[config.mk]
export PLATFORM = sky130hd
export DESIGN_NAME = mee_ctrl
export DESIGN_NICKNAME = d
export VERILOG_FILES = /design/src/design/mee_pkg.sv /design/src/design/mee_ctrl.sv
export SDC_FILE = /design/constraint.sdc
export NUM_CORES = 1
export LEC_CHECK = 0
export ABC_AREA = 1
export BUFFER_PORTS_ARGS = -buffer_cell sky130_fd_sc_hd__buf_2
export CAP_MARGIN = 40
export CORE_AREA = 3 3 40 42
export CTS_BUF_LIST = sky130_fd_sc_hd__clkbuf_4 sky130_fd_sc_hd__clkbuf_8 sky130_fd_sc_hd__clkbuf_16
export DETAILED_ROUTE_END_ITERATION = 12
export DIE_AREA = 0 0 43 45
export GPL_ROUTABILITY_DRIVEN = 1
export PLACE_DENSITY_LB_ADDON = 0.12
export SYNTH_ARGS = -nofsm -noshare
export SYNTH_HDL_FRONTEND = slang
export SYNTH_SLANG_ARGS = --single-unit
[constraint.sdc]
create_clock -name aclk -period 1.95 [get_ports aclk]
set_input_delay 0 -clock aclk [delete_from_list [all_inputs] [get_ports aclk]]
set_output_delay 0 -clock aclk [all_outputs]
set_load 0.02 [all_outputs]
[src/design/mee_pkg.sv]
package mee_pkg;

    // configuration port
    localparam int CFG_INDEX_W = 4;
    localparam int CFG_DATA_W  = 16;
    localparam logic [CFG_INDEX_W-1:0] CFG_MAX_ITER = 4'd0;
    localparam logic [CFG_INDEX_W-1:0] CFG_RADIUS   = 4'd1;

    localparam logic [15:0] MAX_ITER_RESET = 16'd1000;
    localparam logic [14:0] RADIUS_RESET   = 15'd15000;

    // fixed point layout
    localparam int POINT_W   = 32;
    localparam int Z_W       = 64;
    localparam int FRAC_BITS = 28;
    localparam int HALF_W    = 22;
    localparam int PP_W      = 2 * HALF_W;
    localparam int SQ_W      = 4 * HALF_W;

    // shade = (255 * count) / 33, the division done by reciprocal
    localparam int          SHADE_W     = 8;
    localparam int          RECIP_SHIFT = 31;
    localparam logic [25:0] RECIP_33    = 26'd65075263;

    typedef enum logic [2:0] {
        ST_IDLE,
        ST_MAG,
        ST_MUL,
        ST_SUM,
        ST_TEST,
        ST_SHADE,
        ST_RECIP,
        ST_FIN
    } state_t;

    // controller to datapath commands
    typedef struct packed {
        logic load;
        logic mag;
        logic mul;
        logic sum;
        logic step;
        logic shade;
        logic recip;
        logic out_load;
    } cmd_t;

endpackage

[src/design/mee_ctrl.sv]
module mee_ctrl (
    input  logic          aclk,
    input  logic          aresetn,
    input  logic          s_tvalid,
    output logic          s_tready,
    output logic          m_tvalid,
    input  logic          m_tready,
    input  logic          cont,
    output mee_pkg::cmd_t cmd
);
    import mee_pkg::*;

    state_t state_reg, state_next;
    logic   m_valid_reg, m_valid_next;

    // state and output valid registers
    always_ff @(posedge aclk) begin
        if (!aresetn) begin
            state_reg   <= ST_IDLE;
            m_valid_reg <= 1'b0;
        end else begin
            state_reg   <= state_next;
            m_valid_reg <= m_valid_next;
        end
    end

    // next state and commands
    always_comb begin
        state_next   = state_reg;
        cmd          = '0;
        m_valid_next = m_valid_reg;
        if (m_valid_reg && m_tready) begin
            m_valid_next = 1'b0;
        end
        case (state_reg)
            ST_IDLE: begin
                if (s_tvalid) begin
                    cmd.load   = 1'b1;
                    state_next = ST_MAG;
                end
            end
            ST_MAG: begin
                cmd.mag    = 1'b1;
                state_next = ST_MUL;
            end
            ST_MUL: begin
                cmd.mul    = 1'b1;
                state_next = ST_SUM;
            end
            ST_SUM: begin
                cmd.sum    = 1'b1;
                state_next = ST_TEST;
            end
            ST_TEST: begin
                cmd.step   = 1'b1;
                state_next = cont ? ST_MAG : ST_SHADE;
            end
            ST_SHADE: begin
                cmd.shade  = 1'b1;
                state_next = ST_RECIP;
            end
            ST_RECIP: begin
                cmd.recip  = 1'b1;
                state_next = ST_FIN;
            end
            ST_FIN: begin
                // wait for the output register to free up
                if (!m_valid_reg || m_tready) begin
                    cmd.out_load = 1'b1;
                    m_valid_next = 1'b1;
                    state_next   = ST_IDLE;
                end
            end
            default: begin
                state_next = ST_IDLE;
            end
        endcase
    end

    assign s_tready = (state_reg == ST_IDLE);
    assign m_tvalid = m_valid_reg;

endmodule

==> reports/metrics.yaml <==
setup_path:
  reg2reg_depth: 5
  critPathLaunchType: "flop"
  r2r_start: "state_reg[2]"
  crit_start: "state_reg[2]"
  end_kind: "primary output"
  slowest_stage: "dfxtp_1"
  crit_family: "flip-flops"
  critPathArrivalTime_ns: 1.17
  required_ns: 1.95
  r2r-end: "state_reg[1]"
  r2r_slack_ns: 0.93
  crit_fanout: 7
  crit_chain: "nand3_1, a21oi_1, buf_2"
  path_buf_inv: 1
  crit_type: "flop to primary output"
  crit_path_max_incr_delay_ns: 0.44
placed_design:
  dp_cells: 71
  portBuffers: 14
  dp_hpwl_um: 526.4
  gp_congestion: 0.7246
clocking:
  cts_tree: "built"
  clk_pin_slew_ns: 0.04
  postCtsSetupBuffers: 0
  clkLatencyLatePin_ns: 0.24
  clk_path_buf_depth: 2
  htree_levels: 1
  cts_resized: 0
  root_buffer: "clkbuf_4"
  cts_made_buffers: 3
  clock-sinks: 4
  postCtsHoldBufs: 0
global_route:
  grt-ovfl-total: 0
  grt_max_degree: 8
  grt_pass1_wl_mm: 1.041
  antenna_found_initial: 0
  track_usage_pct: 7.641
  grt_pass1_vias: 249
detailed_routing:
  via_per_inst: 4.108
  finalWirelength_um: 655
  drtPass1Iterations: 2
  ant_nets: 0
  wire_per_inst_um: 8.851
  drc: 0
  vias: 304
  first_iter_violations: 5
floorplanning:
  io_pins: 15
  row_count: 13
  start_util_pct: 19.08
  die_h_um: 45
  dieArea_um2: 1935
  core_um2: 1285
  dieWidth_um: 43
final_layout:
  utilization_pct: 27.75
  n_fill_cell: 164
  area_growth_pct: 45.41
  layout.nets: 66
  drive_gt1_share_pct: 30.51
  multi_input_area_um2: 112.6
  largest_reg_flops: 3
  stdcell_count: 74
  seq_area_um2: 80.08
  antenna_cells: 0
sta:
  slew_headroom_pct: 83.97
  setup_viol: 0
  setup_tns_ns: 0
  fin_crit_ns: 1.173
  rsz0062_at_grt: "no"
  hold_viol_final: 0
  post-route-period-util_pct: 60.15
  max_freq_mhz: 852.6
  worst_pin_slew_ns: 0.2402
  fin_worst_skew_ns: 0.005477
  finalMaxSlewViolations: 0
yosys:
  synth_fp_nets: 47
  syn_area_per_cell_um2: 5.839
  netlist_area_um2: 245.2
  synth_warnings: 0
  ys_ff_latch: 4
  yosys.area.top_type: "dfxtp_1"
  synth_area_leaders: "dfxtp_1 (33%), inv_1 (21%), nand3_1 (14%)"
  ys_seq_area_share_pct: 32.65
  ys_types: 10
  synth_cells: 42
  synth_top_area_share_pct: 32.65
hold_path:
  hold_depth: 3
  hold_path.class: "input port to flop"
  hold_end: "state_reg[0]"
  min-delay-start: "aresetn"
pwr:
  ir_drop_uv: 331.9
  power_leakage_nw: 0.2483
  power_density_nw_per_um2: 792.0
job:
  maxCapViolCount: 0
run_status:
  outcome: "complete, no violations"
[layout make-up]
| class | instances | share of cell area [%] |
|---|---|---|
| inverters | 14 | 14.74 |
| multi-input cells | 24 | 31.58 |
| repair buffers | 14 | 19.65 |
| flip-flops and latches | 4 | 22.46 |
| well taps | 15 | 5.263 |
| clock buffers | 3 | 6.316 |
[logic make-up (layout without fill, tap and decap cells)]
logic type	Yosys count	count (layout)	synth area share, %
AND/OR/NAND/NOR	21	21	38.78
buffers and inverters	14	31	21.43
flip-flops	4	4	32.65
AO/OA/AOI/OAI	3	3	7.144
[cells in the final DEF, fill, tap and decap left out, types with 2 or more instances in the layout]
cell type  instances
inv_1             14
clkbuf_4           3
nor3_1             2
nor2_1             6
dfxtp_1            4
a21oi_1            2
nand3_1            7
buf_2             14
nand2_1            4
[synth_stat cells]
| library cell | count |
|---|---|
| o211ai_1 | 1 |
| nand2_1 | 4 |
| a21oi_1 | 2 |
| dfxtp_1 | 4 |
| inv_1 | 14 |
| nand4_1 | 1 |
| nor2_1 | 6 |
| nor3_1 | 2 |
| nand3_1 | 7 |
| nor2_2 | 1 |
[power by group]
group	switching, mW	total, mW	internal [mW]
Combinational	0.0513	0.0785	0.0272
Sequential	0.00968	0.0986	0.0889
Clock	0.0363	0.105	0.0690
[worst register-to-register path, cell delays in order (launching register included)]
cell and delay [ns]:
dfxtp_1 0.44, inv_1 0.12, nand3_1 0.11, nand2_1 0.06, nor3_1 0.12, nor2_1 0.05
[worst max-delay path by stage]
stage / endpoint / slack (ns) / cells past startpoint
after floorplan: state_reg[0] / 0.78 / 6
after global routing: cmd[0] / 0.67 / 3
after global placement: state_reg[2] / 0.88 / 5
final: cmd[0] / 0.78 / 3
after CTS: cmd[0] / 0.75 / 3
after detailed placement: state_reg[2] / 0.92 / 5
[metal layers]
layer,vias up,global-route usage [%],wire (µm)
met1,129,10.05,303
met2,13,9.281,271
met4,0,1.807,0
li1,162,-,-
met3,0,6.375,80
met5,-,0,0
[stage by stage]
stage	total power, mW	hold WS (ns)	instance area, µm²	setup WS, ns
finish	0.2824	0.006218	356.6	0.7771
global route	0.3084	0.02315	356.6	0.6651
CTS	0.2905	0.002900	356.6	0.7545
detailed placement	0.1794	0.2539	334.1	0.9192
global placement	0.1811	0.2646	334.1	0.8784
floorplan	0.1532	0.1417	245.2	0.7753
Note: power is estimated with default switching activity, not from simulation.
